**src/rtl/cau_pkg.sv**
```systemverilog
package cau_pkg;

	localparam logic signed [31:0] SAT_MAX = 32'sh7FFF_FFFF;
	localparam logic signed [31:0] SAT_MIN = 32'sh8000_0000;

	typedef enum logic [2:0] {
		OP_ADD  = 3'd0,
		OP_SUB  = 3'd1,
		OP_MUL  = 3'd2,
		OP_DIV  = 3'd3,
		OP_MOD  = 3'd4,
		OP_SQRT = 3'd5,
		OP_POW  = 3'd6,
		OP_NOP  = 3'd7
	} cau_op_t;

	// front-end classification: done in the front or handed to the sequencer
	typedef enum logic {
		K_DIRECT = 1'b0,
		K_ITER   = 1'b1
	} cau_kind_t;

	typedef enum logic [3:0] {
		S_IDLE,
		S_MUL,
		S_DIVN,
		S_DIVRE,
		S_DIVIM,
		S_NORM,
		S_SQM,
		S_SQRE,
		S_SQIMD,
		S_SQIMS,
		S_PWSQ,
		S_PWMA
	} cau_state_t;

	typedef struct packed {
		cau_op_t            opcode;
		logic signed [31:0] a_re;
		logic signed [31:0] a_im;
		logic signed [31:0] b_re;
		logic signed [31:0] b_im;
		logic signed [7:0]  exponent;
	} cau_item_t;

	typedef struct packed {
		logic signed [31:0] res_re;
		logic signed [31:0] res_im;
		logic signed [31:0] alt_re;
		logic signed [31:0] alt_im;
		logic               status;
	} cau_result_t;

	// queue entry between front and back
	typedef struct packed {
		cau_kind_t          kind;
		cau_op_t            op;
		logic signed [31:0] a_re;
		logic signed [31:0] a_im;
		logic signed [31:0] b_re;
		logic signed [31:0] b_im;
		logic [7:0]         pow_n;
		logic               pow_neg;
		logic signed [31:0] qk_re;
		logic signed [31:0] qk_im;
	} cau_entry_t;

	typedef struct packed {
		logic idle;
		logic pop;
	} cau_xstat_t;

	// clamp a wide signed value to the 32-bit range
	function automatic logic signed [31:0] sat_w66(input logic signed [65:0] v);
		logic signed [31:0] r;
		if (v > 66'sd2147483647) begin
			r = SAT_MAX;
		end else if (v < -66'sd2147483648) begin
			r = SAT_MIN;
		end else begin
			r = v[31:0];
		end
		return r;
	endfunction

	// signed, saturated quotient from magnitude and overflow flag
	function automatic logic signed [31:0] sat_quot(input logic ovf, input logic neg,
			input logic [31:0] q);
		logic signed [65:0] v;
		logic signed [31:0] r;
		v = $signed({34'd0, q});
		if (neg) begin
			v = -v;
		end
		if (ovf) begin
			r = neg ? SAT_MIN : SAT_MAX;
		end else begin
			r = sat_w66(v);
		end
		return r;
	endfunction

	function automatic logic signed [31:0] neg_sat(input logic signed [31:0] v);
		logic signed [31:0] r;
		if (v == SAT_MIN) begin
			r = SAT_MAX;
		end else begin
			r = -v;
		end
		return r;
	endfunction

endpackage

```
**src/rtl/cau_fifo.sv**
```systemverilog
module cau_fifo import cau_pkg::*; #(
	parameter int unsigned DEPTH = 2
) (
	input  logic       clk,
	input  logic       arst_n,
	input  logic       push,
	input  cau_entry_t entry_in,
	input  logic       pop,
	output logic       full,
	output logic       valid,
	output cau_entry_t entry_out
);

	localparam int unsigned PW = (DEPTH > 1) ? $clog2(DEPTH) : 1;
	localparam int unsigned CW = $clog2(DEPTH + 1);

	cau_entry_t      mem_q [DEPTH];
	logic [PW-1:0]   wp_q;
	logic [PW-1:0]   rp_q;
	logic [CW-1:0]   cnt_q;

	assign full      = (cnt_q == CW'(DEPTH));
	assign valid     = (cnt_q != '0);
	assign entry_out = mem_q[rp_q];

	always_ff @(posedge clk) begin
		if (push) begin
			mem_q[wp_q] <= entry_in;
		end
	end

	// pointers and fill count
	always_ff @(posedge clk or negedge arst_n) begin
		if (!arst_n) begin
			wp_q  <= '0;
			rp_q  <= '0;
			cnt_q <= '0;
		end else begin
			if (push) begin
				wp_q <= (wp_q == PW'(DEPTH - 1)) ? '0 : wp_q + 1'b1;
			end
			if (pop) begin
				rp_q <= (rp_q == PW'(DEPTH - 1)) ? '0 : rp_q + 1'b1;
			end
			if (push && !pop) begin
				cnt_q <= cnt_q + 1'b1;
			end else if (pop && !push) begin
				cnt_q <= cnt_q - 1'b1;
			end
		end
	end

endmodule

```
**config.mk**
```make
export PLATFORM = sky130hd
export DESIGN_NAME = cau_fifo
export DESIGN_NICKNAME = d
export VERILOG_FILES = /design/src/rtl/cau_pkg.sv /design/src/rtl/cau_fifo.sv
export SDC_FILE = /design/constraint.sdc
export NUM_CORES = 1
export LEC_CHECK = 0
export ABC_CLOCK_PERIOD_IN_PS = 13200
export BUFFER_PORTS_ARGS = -buffer_cell sky130_fd_sc_hd__buf_2
export CAP_MARGIN = 20
export CORE_UTILIZATION = 45
export DETAILED_ROUTE_END_ITERATION = 16
export MAX_ROUTING_LAYER = met4
export PLACE_DENSITY = 0.7
export SKIP_LAST_GASP = 1
export SYNTH_ARGS = -nofsm -noshare
export SYNTH_HDL_FRONTEND = slang
export SYNTH_SLANG_ARGS = --single-unit
```
**constraint.sdc**
```tcl
create_clock -name clk -period 13.2 [get_ports clk]
set_clock_uncertainty 0.1 [all_clocks]
set_input_delay 1.98 -clock clk [delete_from_list [all_inputs] [get_ports clk]]
set_output_delay 1.98 -clock clk [all_outputs]
set_load 0.02 [all_outputs]
```
==> impl_results.md <==
* Status: finished, final reports clean
* Met3 usage at 0.0387
* GR peak layer: met2
* Post-detail-place hpwl at 20200 um
* Slowest stage delay, CP at 880 ps
* Starting Density at 0.460
* Final Non-Filler Cells at 1582
* Max frequency at 174 MHz
* Met1 usage at 0.201
* DR vias/cell at 4.79
* Reg-to-reg critical path endpoint: mem_q[1][49]
* WP data arrival at 3660 ps
* WS Path Type: flip-flop to primary output
* Sink Count at 414
* Final period util at 0.435
* R2r startpoint: wp_q
* Leading cell type in the layout, fill and taps excluded: buf_2
* Pin count of the biggest net entering global routing at 80
* Pwr per Cell Area at 226 nW/um^2
* Complex-gate fraction of the synthesized area at 0
* Pwr Total at 4.37 mW
* Maxcap violations at 0
* Clock Path Buffers at 3
* DR pass1 iterations at 4
* Post-synthesis simple-gate area fraction at 0.00185
* Setup TNS at 0 ps
* Largest family of logic cells by synthesized area: multiplexers
* Initial antenna violation count at 6
* Worst min path class: flip-flop to flip-flop
* # IOs at 416
* Hold WS at 387 ps
* Gr usage total at 0.169
* RSZ-0062 raised after global routing: false
* Distinct cells, synth at 14
* Syn-to-layout area delta at 24.4%
* Worst-path cell chain: buf_4 > buf_4 > mux2_4 > buf_2
* Cts repair resizes at 0
* Count of final setup violators at 0
* Req. time, crit path at 11120 ps
* Die H at 188 um
* Worst skew pair latency at 510 ps
* Synth Area in Adders at 0.000804
* Synthesized Nets at 864
* DRT iter0 DRCs at 433
* Synth Area per Inst at 23.8 um^2
* XOR/XNOR Fraction of Synth Area at 0.00282
* Register area share after synthesis at 0.798
* Core Area at 33800 um^2
* # DRC at 0
* Fin. Hold Viols at 0
* Most used cell, CP: buf_4
* Met2 usage at 0.279
* FF-to-FF path depth at 3
* ANT nets after route at 0
* First-pass GRT wire length at 43900 um
* Static leakage at 7.65 nW
* Hold Startpoint: cnt_q[1]
* Commonest cells after routing, fill and taps aside: buf_2, edfxtp_1, mux2_4, mux2_2, clkbuf_16
* Worst Path Buf+Inv at 3
* Routability cong. at 0.788
* Slowest CP cell: buf_4
* Crit path max-delay family: buffers and inverters
* Post-Route WL at 30200 um
* Tmin final at 5740 ps
* Hold EP: cnt_q[1]
* Hold_buf cts at 0
* Row count at 67
* Worst-path maximum fanout at 56
* Peak supply drop at 127 uV
* Root buffer cell: clkbuf_16
* Die area at 35300 um^2
* Synthesis Warnings at 0
* Setup bufs post-CTS at 0
* Nets at 1309
* Reg2reg setup slack at 10360 ps
* CP Capture Type: primary output
* Least-Margin Pin Slew at 1080 ps
* Port bufs at 415
* CTS tree: done
* Post-synthesis mux area share at 0.182
* FF+latch count, synth at 414
* Overflow after GRT at 0
* Vias in the first global route at 7759
* Dpl cells at 1503
* Fraction of layout cells with a size suffix above 1 at 0.610
* CTS H-tree depth at 2
* DIE WIDTH at 188 um
* Worst hold path depth at 1
* Total vias in the final route at 7581
* TritonCTS Buffers at 41
* Pins over their slew limit at 0
* Clock Pin Slew Worst Setup and Hold Paths at 50 ps
* Relative max-transition margin at 0.282
* Startpoint types: flip-flop
* Post-synthesis cell area at 15600 um^2
* WL per Instance at 19.1 um
* Post-synthesis cell count at 654
[where the power goes]
group / internal, mW / switching [mW] / total, mW / leakage [nW]
clock: 0.632 / 0.444 / 1.08 / 0.613
combinational: 0.626 / 0.824 / 1.45 / 3.15
sequential: 1.75 / 0.0930 / 1.84 / 3.89
[per-stage QoR]
step | area (um^2) | worst slack, ps | util
2_1_floorplan | 15600 | 1480 | -
3_3_place_gp | 18100 | 8030 | 0.534
3_5_place_dp | 18100 | 7960 | 0.534
4_1_cts | 19300 | 7410 | 0.571
5_1_grt | 19300 | 7300 | 0.573
6_report | 19300 | 7460 | 0.573
[how the worst max path moves through the flow]
stage | from | endpoint | slack, ps | depth (start not counted)
floorplan | push | mem_q[0][0] | 1480 | 1
global placement | rp_q | entry_out[81] | 8030 | 4
detailed placement | rp_q | entry_out[106] | 7960 | 4
CTS | rp_q | entry_out[110] | 7410 | 4
global route | rp_q | entry_out[119] | 7300 | 4
finish | rp_q | entry_out[110] | 7460 | 4
[kinds of logic after synthesis]
kind of cell  after synthesis
buf+inv                    24
fa+ha+maj                   1
xor+xnor                    5
flops                     414
simple gates                5
mux                       205
[synth_stat cells]
master      n  area [um^2]
and2_1      1         6.26
or2_2       1         6.26
xnor2_1     1         8.76
edfxtp_1  410        12300
mux2_4    140         2100
inv_1       1         3.75
ha_1        1         12.5
nor2b_1     2         12.5
buf_6      17          191
nor2_1      1         3.75
mux2_2     65          732
buf_2       6         30.0
dfrtp_1     4          100
xor2_1      4         35.0
[final cells by class]
class,count,area (um^2)
multi-input combinational,216,2930
tap,448,561
clock buffer,53,1110
antenna,8,20.0
clock inverter,17,134
fill,2558,14400
sequential,414,12400
inverter,1,3.75
timing repair buffer,425,2170
[routing by layer]
metal / share of wire / up-vias
li1: - / 3509
met2: 0.50 / 308
met3: 0.071 / 65
met1: 0.40 / 3699
met5: 0 / -
met4: 0.030 / 0
[sequential cells by signal, summed over array words and instances (netlist names)]
name and cells:
rp_q 1, mem_q 410, wp_q 1, cnt_q 2
Power figures use the tool's default switching activity.
