### src/rtl/cau_pkg.sv
package cau_pkg;

	localparam logic signed [31:0] SAT_MAX = 32'sh7FFF_FFFF;
	localparam logic signed [31:0] SAT_MIN = 32'sh8000_0000;

	typedef enum logic [2:0] {
		OP_ADD  = 3'd0,
		OP_SUB  = 3'd1,
		OP_MUL  = 3'd2,
		OP_DIV  = 3'd3,
		OP_MOD  = 3'd4,
		OP_SQRT = 3'd5,
		OP_POW  = 3'd6,
		OP_NOP  = 3'd7
	} cau_op_t;

	// front-end classification: done in the front or handed to the sequencer
	typedef enum logic {
		K_DIRECT = 1'b0,
		K_ITER   = 1'b1
	} cau_kind_t;

	typedef enum logic [3:0] {
		S_IDLE,
		S_MUL,
		S_DIVN,
		S_DIVRE,
		S_DIVIM,
		S_NORM,
		S_SQM,
		S_SQRE,
		S_SQIMD,
		S_SQIMS,
		S_PWSQ,
		S_PWMA
	} cau_state_t;

	typedef struct packed {
		cau_op_t            opcode;
		logic signed [31:0] a_re;
		logic signed [31:0] a_im;
		logic signed [31:0] b_re;
		logic signed [31:0] b_im;
		logic signed [7:0]  exponent;
	} cau_item_t;

	typedef struct packed {
		logic signed [31:0] res_re;
		logic signed [31:0] res_im;
		logic signed [31:0] alt_re;
		logic signed [31:0] alt_im;
		logic               status;
	} cau_result_t;

	// queue entry between front and back
	typedef struct packed {
		cau_kind_t          kind;
		cau_op_t            op;
		logic signed [31:0] a_re;
		logic signed [31:0] a_im;
		logic signed [31:0] b_re;
		logic signed [31:0] b_im;
		logic [7:0]         pow_n;
		logic               pow_neg;
		logic signed [31:0] qk_re;
		logic signed [31:0] qk_im;
	} cau_entry_t;

	typedef struct packed {
		logic idle;
		logic pop;
	} cau_xstat_t;

	// clamp a wide signed value to the 32-bit range
	function automatic logic signed [31:0] sat_w66(input logic signed [65:0] v);
		logic signed [31:0] r;
		if (v > 66'sd2147483647) begin
			r = SAT_MAX;
		end else if (v < -66'sd2147483648) begin
			r = SAT_MIN;
		end else begin
			r = v[31:0];
		end
		return r;
	endfunction

	// signed, saturated quotient from magnitude and overflow flag
	function automatic logic signed [31:0] sat_quot(input logic ovf, input logic neg,
			input logic [31:0] q);
		logic signed [65:0] v;
		logic signed [31:0] r;
		v = $signed({34'd0, q});
		if (neg) begin
			v = -v;
		end
		if (ovf) begin
			r = neg ? SAT_MIN : SAT_MAX;
		end else begin
			r = sat_w66(v);
		end
		return r;
	endfunction

	function automatic logic signed [31:0] neg_sat(input logic signed [31:0] v);
		logic signed [31:0] r;
		if (v == SAT_MIN) begin
			r = SAT_MAX;
		end else begin
			r = -v;
		end
		return r;
	endfunction

endpackage

### src/rtl/cau_front.sv
module cau_front import cau_pkg::*; (
	input  logic       start,
	input  logic       full,
	input  cau_item_t  cmd,
	output logic       push,
	output cau_entry_t entry
);

	logic signed [32:0] sum;
	logic signed [32:0] dif;

	assign push = start & ~full;

	// add, subtract and no-op finish here; the rest go to the sequencer
	assign sum = 33'(cmd.a_re) + 33'(cmd.b_re);
	assign dif = 33'(cmd.a_re) - 33'(cmd.b_re);

	logic signed [32:0] sum_i;
	logic signed [32:0] dif_i;
	assign sum_i = 33'(cmd.a_im) + 33'(cmd.b_im);
	assign dif_i = 33'(cmd.a_im) - 33'(cmd.b_im);

	always_comb begin
		entry.op      = cmd.opcode;
		entry.a_re    = cmd.a_re;
		entry.a_im    = cmd.a_im;
		entry.b_re    = cmd.b_re;
		entry.b_im    = cmd.b_im;
		entry.pow_neg = cmd.exponent[7];
		entry.pow_n   = cmd.exponent[7] ? 8'(-cmd.exponent) : 8'(cmd.exponent);
		entry.kind    = K_ITER;
		entry.qk_re   = '0;
		entry.qk_im   = '0;
		case (cmd.opcode)
			OP_ADD: begin
				entry.kind  = K_DIRECT;
				entry.qk_re = sat_w66(66'(sum));
				entry.qk_im = sat_w66(66'(sum_i));
			end
			OP_SUB: begin
				entry.kind  = K_DIRECT;
				entry.qk_re = sat_w66(66'(dif));
				entry.qk_im = sat_w66(66'(dif_i));
			end
			OP_NOP: begin
				entry.kind = K_DIRECT;
			end
			default: begin
				entry.kind = K_ITER;
			end
		endcase
	end

endmodule

### config.mk
export PLATFORM = sky130hd
export DESIGN_NAME = cau_front
export DESIGN_NICKNAME = d
export VERILOG_FILES = /design/src/rtl/cau_pkg.sv /design/src/rtl/cau_front.sv
export SDC_FILE = /design/constraint.sdc
export NUM_CORES = 1
export LEC_CHECK = 0
export BUFFER_PORTS_ARGS = -buffer_cell sky130_fd_sc_hd__buf_4
export CORE_MARGIN = 4
export CORE_UTILIZATION = 25
export DETAILED_ROUTE_END_ITERATION = 8
export PLACE_DENSITY = 0.56
export SLEW_MARGIN = 30
export SYNTH_ARGS = -nofsm -noshare
export SYNTH_HDL_FRONTEND = slang
export SYNTH_SLANG_ARGS = --single-unit
### constraint.sdc
create_clock -name vclk -period 4.4
set_clock_uncertainty 0.1 [all_clocks]
set_input_delay 0.44 -clock vclk [all_inputs]
set_output_delay 0.44 -clock vclk [all_outputs]
set_load 0.02 [all_outputs]
==> flow_metrics.tcl, run 1 <==
set metrics [dict create \
    status "completed" \
    synth-adder-area-share_pct 17.5 \
    globalplace.congestion 0.916 \
    end_kind "primary output" \
    synthesis.nets 1711 \
    via_per_inst 5.33 \
    yosysUniqueCellTypes 83 \
    drt-total-wl_um 40400 \
    design.seq.count 0 \
    worst_hold_path.endpoint "entry[169]" \
    synth_top_family_by_area "compound AO/OA/AOI/OAI gates" \
    rsz0062_at_grt "yes" \
    synthSimpleGateAreaFrac_pct 19.2 \
    layout_common_cells "buf_4, inv_1, ha_1" \
    peakVddDrop_mv 0.0796 \
    maxSlewViolCount 0 \
    ios 347 \
    worstSetupStartpointType "input port" \
    p_int_uw 936 \
    ant_nets 0 \
    synthXorXnorAreaFrac_pct 1.26 \
    hp-start "cmd[104]" \
    synth_warnings 0 \
    timing.hold.ws_ps 994 \
    synthMuxAreaShare_pct 0.116 \
    clkbuf_count 0 \
    power_density_nw_per_um2 167 \
    hold_viol 0 \
    power.switching_uw 1250 \
    netSwitchingFraction_pct 57.2 \
    crit_chain "buf_8 > ha_4 > inv_2 > fa_2 > o21bai_4 > o211ai_1 > a21boi_2 > a311o_1 > a311oi_4 > o31ai_4 > a2111oi_4 > a21oi_4 > buf_12 > a221o_1 > a21bo_1 > buf_6" \
    drive_above_1_share_pct 33.7 \
    finalCritPeriodShare_pct 99.1 \
    synthTopCellsByArea "ha_1, buf_4, a21oi_1" \
    max_cap_viol_count 0 \
    hold_path.class "in -> out" \
    remaining_drc_errors 0 \
    synth_compound_area_share_pct 41.8 \
    worst-path-max-fanout 7 \
    postCtsHoldBufs 0 \
    final_common_cell "buf_4" \
    setup_viol_count_final 0 \
    path_class "in -> out" \
    pwr-share-comb_pct 100.0 \
    dieHeight_um 205 \
    initial_core_util_pct 25.6 \
    antenna_found_initial 0 \
    synth.largest_area_cell "ha_1" \
    netlist.area_leader.share_pct 16.6 \
    crit_required_ps 3860 \
    antennaDiodeCount 0 \
    grt_max_degree 58 \
    total_power_uw 2190 \
    fp.dieW_um 205 \
    die_area_um2 42000 \
    vias 11800 \
    io_buffers 347 \
    max_stage_delay_ps 460 \
    wl_per_cell_um 18.3 \
    syn_area_per_cell_um2 6.75 \
    syn_inst 1437 \
    tns_ps 0 \
    grt.total_usage_pct 17.5 \
    first_iter_violations 928 \
    grt_pass1_wl_um 61600 \
    slowest_stage "a2111oi_4" \
    slew_headroom_pct 53.6 \
    area_delta_synth_final_pct 35.0 \
    dr.pass1.iters 5 \
    p_leak_uw 0.00627 \
    yosysSeqAreaShare_pct 0 \
    worst_slew_pin_slew_ps 693 \
    grt.overflow.total 0 \
    seqPwrFrac_pct 0 \
    crit_buf_inv 4 \
    hold_path_depth 2 \
    synth_area_um2 9700 \
    core_area_um2 37900 \
    fmaxAchievable_mhz 229 \
    first_global_vias 11200 \
    critical_path_arrival_ps 3820 \
    final-seq-area_um2 0 \
    fin_crit_ps 4360 \
    utilization_pct 34.5 \
    rows 71 \
    final_nets 1978 \
    cpLargestDelayFamily "compound AO/OA/AOI/OAI gates" \
    clkPwrFrac_pct 0 \
    dp_hpwl_um 33100 \
]
## how the worst max path moves through the flow
stage	startpoint	to	slack, ps	depth (start not counted)
floorplan	cmd[104]	entry[47]	230	14
global placement	cmd[17]	entry[30]	-100	16
detailed placement	cmd[17]	entry[30]	-130	16
CTS	cmd[40]	entry[60]	-20	18
global route	cmd[104]	entry[39]	-110	16
finish	cmd[104]	entry[39]	40	16
## metrics by stage
| step | area [µm²] | std cells | worst slack (ps) |
|---|---|---|---|
| 6_report | 13100 | 2213 | 38.0 |
| 3_3_place_gp | 12600 | 2198 | -104 |
| 4_1_cts | 12600 | 2199 | -23.8 |
| 2_1_floorplan | 9700 | 1437 | 230 |
| 5_1_grt | 13100 | 2213 | -112 |
| 3_5_place_dp | 12600 | 2198 | -134 |
## cells in the mapped netlist, types with 13 or more instances
library cell,instances
o21a_1,19
o221ai_1,13
o21bai_1,30
inv_1,146
a311oi_1,49
a31oi_1,22
a21oi_1,119
buf_2,26
o21ai_1,17
ha_1,129
buf_4,140
o31ai_1,20
nor4_1,16
nand3_1,22
nor2_1,91
a221o_1,13
nor2b_1,25
a21o_1,34
clkbuf_1,44
nand2_1,60
nor3b_1,23
a221oi_1,20
o21ai_0,82
nor3_1,49
nand2b_1,16
## routing by layer
metal	wire, µm	vias to the layer above	GRT usage (%)
li1	-	5737	-
met1	17800	5552	24.5
met2	19600	457	30.1
met3	2450	44	1.28
met4	617	0	2.51
met5	0	-	0
## layout make-up
class,count,area [µm²]
Fill cell,4097,24800
Inverter,148,556
Multi-Input combinational cell,1073,8040
Tap cell,511,639
Timing Repair Buffer,481,3860
## cells by family (layout without fill, tap and decap cells)
kind of cell,after synthesis,count (layout)
adder cells (fa/ha/maj),133,133
multiplexers,1,1
AND/OR/NAND/NOR,361,361
XOR/XNOR,14,14
AO/OA/AOI/OAI,564,564
buffers and inverters,364,629
## power by group through the flow
stage | combinational (µW) | clock [µW] | sequential, µW
final | 2190 | 0 | 0
after floorplan | 1290 | 0 | 0
after global placement | 2070 | 0 | 0
after detailed placement | 2080 | 0 | 0
after CTS | 2090 | 0 | 0
after global routing | 2370 | 0 | 0
## timing repair
action | CTS | global route
cloned | 0 | 2
pin swaps | 3 | 32
resized for setup | 6 | 75
buffers inserted | 1 | 13
setup endpoints to repair | 21 | 59
Power figures use the tool's default switching activity.
==> inputs of run 2 (changes only) <==
- CORE_UTILIZATION: 25 -> 48
- PLACE_DENSITY: 0.56 -> 0.91
- SLEW_MARGIN: 30 -> unset
- clock period: 4.4 -> 3.56 ns (I/O delays scaled with it)
==> run 2 against run 1 <==
Compared with the run above: the run now fails in 5_1_grt; synthesized area is the same; synthesized cell count is the same.
==> flow_metrics.tcl, run 2 <==
set metrics [dict create \
    netlist.area_leader.share_pct 16.6 \
    dieHeight_um 150 \
    globalplace.congestion 1.04 \
    dp_hpwl_um 37700 \
    synthTopCellsByCount "inv_1, buf_4, ha_1" \
    grt.total_usage_pct 67.5 \
    ios 347 \
    yosysSeqAreaShare_pct 0 \
    first_global_vias 19300 \
    flow.stopped_at "5_1_grt" \
    syn_area_per_cell_um2 6.75 \
    synth_area_um2 9700 \
    grt.overflow.total 39 \
    synth_most_common_cell "inv_1" \
    yosysUniqueCellTypes 83 \
    grt_pass1_wl_um 118000 \
    stop_error "[ERROR GRT-0116] Global routing finished with congestion. Check the congestion regions in the DRC Viewer." \
    syn_inst 1437 \
    initial_core_util_pct 49.4 \
    rows 51 \
    synthTopCellsByArea "ha_1, buf_4, a21oi_1" \
    postCtsHoldBufs 0 \
    synth_warnings 0 \
    fp.dieW_um 150 \
    grt_max_degree 58 \
    io_buffers 347 \
    status "did not finish" \
    synthesis.nets 1711 \
    synth.largest_area_cell "ha_1" \
]
-- run 2: cell counts after synthesis --
No cell type changed its count.
-- run 2: what timing repair did --
action | in CTS
cloned | 11
pin swaps | 59
setup endpoints to repair | 63
resized for setup | 220
setup buffers | 31
-- run 2: stage by stage --
step / cell area [µm²] / setup TNS (ps) / cells / setup WS [ps] / hold WS (ps)
floorplan: 10600 / -1270 / 1437 / -116 / 690
detailed placement: 15200 / -33910 / 2240 / -783 / 834
global placement: 15200 / -25360 / 2240 / -582 / 829
CTS: 17000 / -21760 / 2282 / -505 / 835
-- run 2: logic make-up after synthesis --
family | synth area share (%)
AO/OA/AOI/OAI | 41.8
AND/OR/NAND/NOR | 19.2
XOR/XNOR | 1.26
buffers and inverters | 20.2
adder cells (fa/ha/maj) | 17.5
multiplexers | 0.116
-- run 2: per-layer routing --
layer / global-route usage, % / GRT overflow
met1: 66.8 / 1
met2: 85.4 / 18
met3: 52.9 / 0
met4: 64.3 / 20
met5: 22.3 / 0
==> inputs of run 3 (changes only) <==
- CORE_UTILIZATION: 48 -> 35
- PLACE_DENSITY: 0.91 -> unset
- PLACE_DENSITY_LB_ADDON: unset -> 0.15
- clock period: 3.56 -> 4.63 ns (I/O delays scaled with it)
==> run 3 against run 2 <==
Compared with the run above: the flow now finishes without violations.
==> flow_metrics.tcl, run 3 (same netlist as run 1, synthesis figures left out) <==
set metrics [dict create \
    p_int_uw 819 \
    ant_nets 0 \
    netSwitchingFraction_pct 58.3 \
    fin_crit_ps 4580 \
    dieHeight_um 174 \
    core_area_um2 27100 \
    antennaDiodeCount 0 \
    initial_core_util_pct 35.8 \
    wl_per_cell_um 18.9 \
    final-seq-area_um2 0 \
    rows 60 \
    ios 347 \
    crit_chain "buf_8 > ha_4 > inv_2 > fa_2 > o21bai_4 > o211ai_1 > a21boi_2 > a311o_1 > a311oi_2 > o31ai_2 > buf_4 > a2111oi_4 > a21oi_4 > buf_12 > a221o_1 > a21bo_1 > buf_6" \
    preCtsSetupSlack_ps 50.0 \
    critical_path_arrival_ps 4020 \
    hold_path.class "in -> out" \
    grt.total_usage_pct 22.5 \
    dr.pass1.iters 5 \
    final_nets 1931 \
    crit_buf_inv 5 \
    worst_slew_pin_slew_ps 789 \
    setup_viol_count_final 0 \
    power.switching_uw 1150 \
    via_per_inst 5.82 \
    finalCritPeriodShare_pct 99.0 \
    end_kind "primary output" \
    layout_common_cells "buf_4, inv_1, ha_1" \
    remaining_drc_errors 0 \
    maxSlewViolCount 0 \
    grt_max_degree 59 \
    vias 11800 \
    power_density_nw_per_um2 159 \
    seqPwrFrac_pct 0 \
    grt_pass1_wl_um 58500 \
    p_leak_uw 0.00598 \
    status "completed" \
    dp_hpwl_um 30700 \
    worst-path-max-fanout 7 \
    finalWorstSetupSlack_ps 45.5 \
    design.seq.count 0 \
    slowest_stage "a311o_1" \
    fmaxAchievable_mhz 218 \
    path_class "in -> out" \
    crit_required_ps 4070 \
    fp.dieW_um 174 \
    pwr-share-comb_pct 100.0 \
    clkbuf_count 0 \
    clkPwrFrac_pct 0 \
    hold_viol 0 \
    cpLargestDelayFamily "compound AO/OA/AOI/OAI gates" \
    grt.overflow.total 0 \
    globalplace.congestion 0.951 \
    total_power_uw 1960 \
    antenna_found_initial 0 \
    tns_ps 0 \
    slew_headroom_pct 46.7 \
    first_iter_violations 1007 \
    area_delta_synth_final_pct 27.0 \
    max_stage_delay_ps 410 \
    worstSetupStartpointType "input port" \
    peakVddDrop_mv 0.0698 \
    first_global_vias 11200 \
    drive_above_1_share_pct 30.3 \
    final_common_cell "buf_4" \
    postCtsHoldBufs 0 \
    rsz0062_at_grt "yes" \
    drt-total-wl_um 38300 \
    max_cap_viol_count 0 \
    io_buffers 347 \
    die_area_um2 30400 \
]
run 3: worst paths after layout:
| check | startpoint | endpoint | slack (ps) | depth (start not counted) |
|---|---|---|---|---|
| min | cmd[104] | entry[169] | 1040 | 2 |
| max | cmd[104] | entry[39] | 50 | 17 |
run 3: through the flow:
stage	utilization (%)	hold slack (ps)	cell area [µm²]	instances
floorplan	-	904	9700	1437
global placement	44.5	1040	12100	2018
detailed placement	44.5	1050	12100	2018
CTS	44.5	1050	12100	2018
global route	45.5	1050	12300	2027
finish	45.5	1040	12300	2027
run 3: timing repair:
| item | CTS | global route |
|---|---|---|
| buffers inserted | 0 | 7 |
| endpoints found under the hold margin | 0 | 0 |
| gates resized for setup | 0 | 37 |
| endpoints found under the setup margin | 0 | 56 |
run 3: power by group through the flow:
stage / Clock, µW / Combinational, µW / Sequential [µW]
global route: 0 / 2120 / 0
detailed placement: 0 / 1900 / 0
global placement: 0 / 1900 / 0
CTS: 0 / 1910 / 0
floorplan: 0 / 1220 / 0
finish: 0 / 1960 / 0
run 3: cell type report:
class,instances,area [µm²]
fill,2871,14800
tap,372,465
multi-input combinational,1073,7870
timing repair buffer,434,3430
inverter,148,556
run 3: routing by layer:
| metal | vias up | global-route usage (%) | part of all wire, % |
|---|---|---|---|
| met5 | - | 0 | 0 |
| met4 | 0 | 3.46 | 1.7 |
| met3 | 55 | 3.00 | 8.2 |
| met2 | 572 | 39.9 | 47 |
| met1 | 5520 | 29.6 | 43 |
| li1 | 5651 | - | - |
==> inputs of run 4 (changes only) <==
--- a/config.mk
+++ b/config.mk
@@ -7,2 +7,3 @@
 export LEC_CHECK = 0
+export ABC_AREA = 1
 export BUFFER_PORTS_ARGS = -buffer_cell sky130_fd_sc_hd__buf_4
@@ -12,2 +13,3 @@
 export PLACE_DENSITY_LB_ADDON = 0.15
+export RECOVER_POWER = 50
 export SYNTH_ARGS = -nofsm -noshare
==> constraint.sdc (replaced) <==
create_clock -name vclk -period 4.63
set_clock_uncertainty 0.1 [all_clocks]
set_input_delay 0.926 -clock vclk [all_inputs]
set_output_delay 0.926 -clock vclk [all_outputs]
set_load 0.02 [all_outputs]
==> run 4 against run 3 <==
Compared with the run above: count of clock-buffer cells in the layout did not move; global-route usage rose by 2.0 points; critical path depth rose by 2; largest cell class unchanged.
==> flow_metrics.tcl, run 4 <==
set metrics [dict create \
    ant_nets 0 \
    synth.largest_area_cell "nand2_1" \
    clkbuf_count 0 \
    via_per_inst 4.77 \
    yosysSeqAreaShare_pct 0 \
    remaining_drc_errors 0 \
    power_density_nw_per_um2 165 \
    fin_crit_ps 4470 \
    hold_viol 0 \
    fmaxAchievable_mhz 224 \
    setup_viol_count_final 0 \
    slowest_stage "ha_1" \
    ios 347 \
    initial_core_util_pct 35.6 \
    postCtsHoldBufs 0 \
    worst-path-max-fanout 7 \
    crit_chain "buf_4 > inv_1 > ha_1 > buf_4 > nand2_1 > nor2_1 > nand2_1 > nor2_1 > nand2_2 > nand2_2 > nand2_2 > nand2_4 > nand2_2 > buf_12 > nand2_1 > nand2_1 > nand2_1 > nand2_1 > buf_4" \
    first_iter_violations 930 \
    max_cap_viol_count 0 \
    crit_required_ps 3600 \
    status "completed" \
    rows 69 \
    synthTopCellsByCount "nand2_1, inv_1, nor2_1" \
    globalplace.congestion 0.984 \
    syn_area_per_cell_um2 5.10 \
    antenna_found_initial 1 \
    antennaDiodeCount 0 \
    finalCritPeriodShare_pct 96.6 \
    p_leak_uw 0.00929 \
    fill_cells 4128 \
    design.seq.count 0 \
    area_delta_synth_final_pct 16.5 \
    crit_top_cell "nand2_1" \
    grt_max_degree 56 \
    dieHeight_um 198 \
    path_class "in -> out" \
    utilization_pct 41.4 \
    grt.total_usage_pct 24.5 \
    critical_path_arrival_ps 3440 \
    die_area_um2 39300 \
    dr.pass1.iters 5 \
    io_buffers 347 \
    grt.overflow.total 0 \
    first_global_vias 14300 \
    synth_warnings 0 \
    final-seq-area_um2 0 \
    total_power_uw 2440 \
    end_kind "primary output" \
    maxSlewViolCount 0 \
    dp_hpwl_um 45100 \
    grt_pass1_wl_um 77200 \
    synthTopCellsByArea "nand2_1, ha_1, inv_1" \
    final_nets 2981 \
    fp.dieW_um 198 \
    drt-total-wl_um 51400 \
    final_common_cell "nand2_1" \
    vias 15100 \
    core_area_um2 35700 \
    yosysUniqueCellTypes 35 \
    hold_path.class "in -> out" \
    timing.hold.ws_ps 1980 \
    peakVddDrop_mv 0.0534 \
    crit_buf_inv 5 \
    worst_slew_pin_slew_ps 617 \
    layout_common_cells "nand2_1, inv_1, buf_4" \
    synthesis.nets 2759 \
    syn_inst 2485 \
    worstSetupStartpointType "input port" \
    wl_per_cell_um 16.2 \
    cpLargestDelayFamily "simple AND/OR/NAND/NOR gates" \
    synth_most_common_cell "nand2_1" \
    tns_ps 0 \
    max_stage_delay_ps 460 \
    netlist.area_leader.share_pct 30.1 \
    synth_area_um2 12700 \
    slew_headroom_pct 58.4 \
    drive_above_1_share_pct 18.5 \
]
==> run 4: changes by cell type in the layout (fill, tap and decap cells not counted), sizes merged, moves of 70 or more <==
cell / change
buf: -95
clkbuf: +100
inv: +253
nand2: +1039
nor2: +111
o21ai: -70
==> run 4: where the power goes <==
| part | total, µW | internal [µW] | switching, µW | leakage [µW] |
|---|---|---|---|---|
| clock | 0 | 0 | 0 | 0 |
| combinational | 2440 | 878 | 1560 | 0.00929 |
| sequential | 0 | 0 | 0 | 0 |
| total | 2440 | 878 | 1560 | 0.00929 |
==> run 4: layer usage <==
metal	routed length (µm)	part of all wire, %	global-route usage [%]	up-vias
met5	14	0.027	0	-
met4	1570	3.1	6.17	2
met3	3110	6.0	2.06	74
met2	24600	48	43.5	469
met1	22100	43	31.9	6775
li1	-	-	-	7773
==> run 4: area by class of cell <==
cell class | instances | area, µm² | share of cell area [%]
inverter | 402 | 1510 | 10.2
timing repair buffer | 439 | 3080 | 20.9
tap | 461 | 577 | 3.90
multi-input combinational | 1864 | 9610 | 65.0
==> run 4: worst paths after layout <==
kind	start	to	slack, ps	depth (start not counted)
max	cmd[35]	entry[27]	160	19
min	cmd[35]	entry[100]	1980	2
==> run 4: timing repair <==
action / 4_1_cts / 5_1_grt
buffers inserted: 0 / 1
setup endpoints to repair: 0 / 59
gates resized for setup: 0 / 20
==> run 4: logic make-up after synthesis <==
family / count (synthesis) / share of synthesized area (%)
compound gates: 204 / 9.49
buf+inv: 621 / 24.8
xor+xnor: 75 / 5.18
simple gates: 1452 / 47.2
fa+ha+maj: 133 / 13.4
==> run 4: through the flow <==
stage                     instances  instance area, µm²  setup WS (ps)
after floorplan                2485               12700            707
after global placement         3164               15100            137
after detailed placement       3164               15100            103
after CTS                      3164               15100           96.3
after global routing           3166               14800          -26.1
final                          3166               14800            160
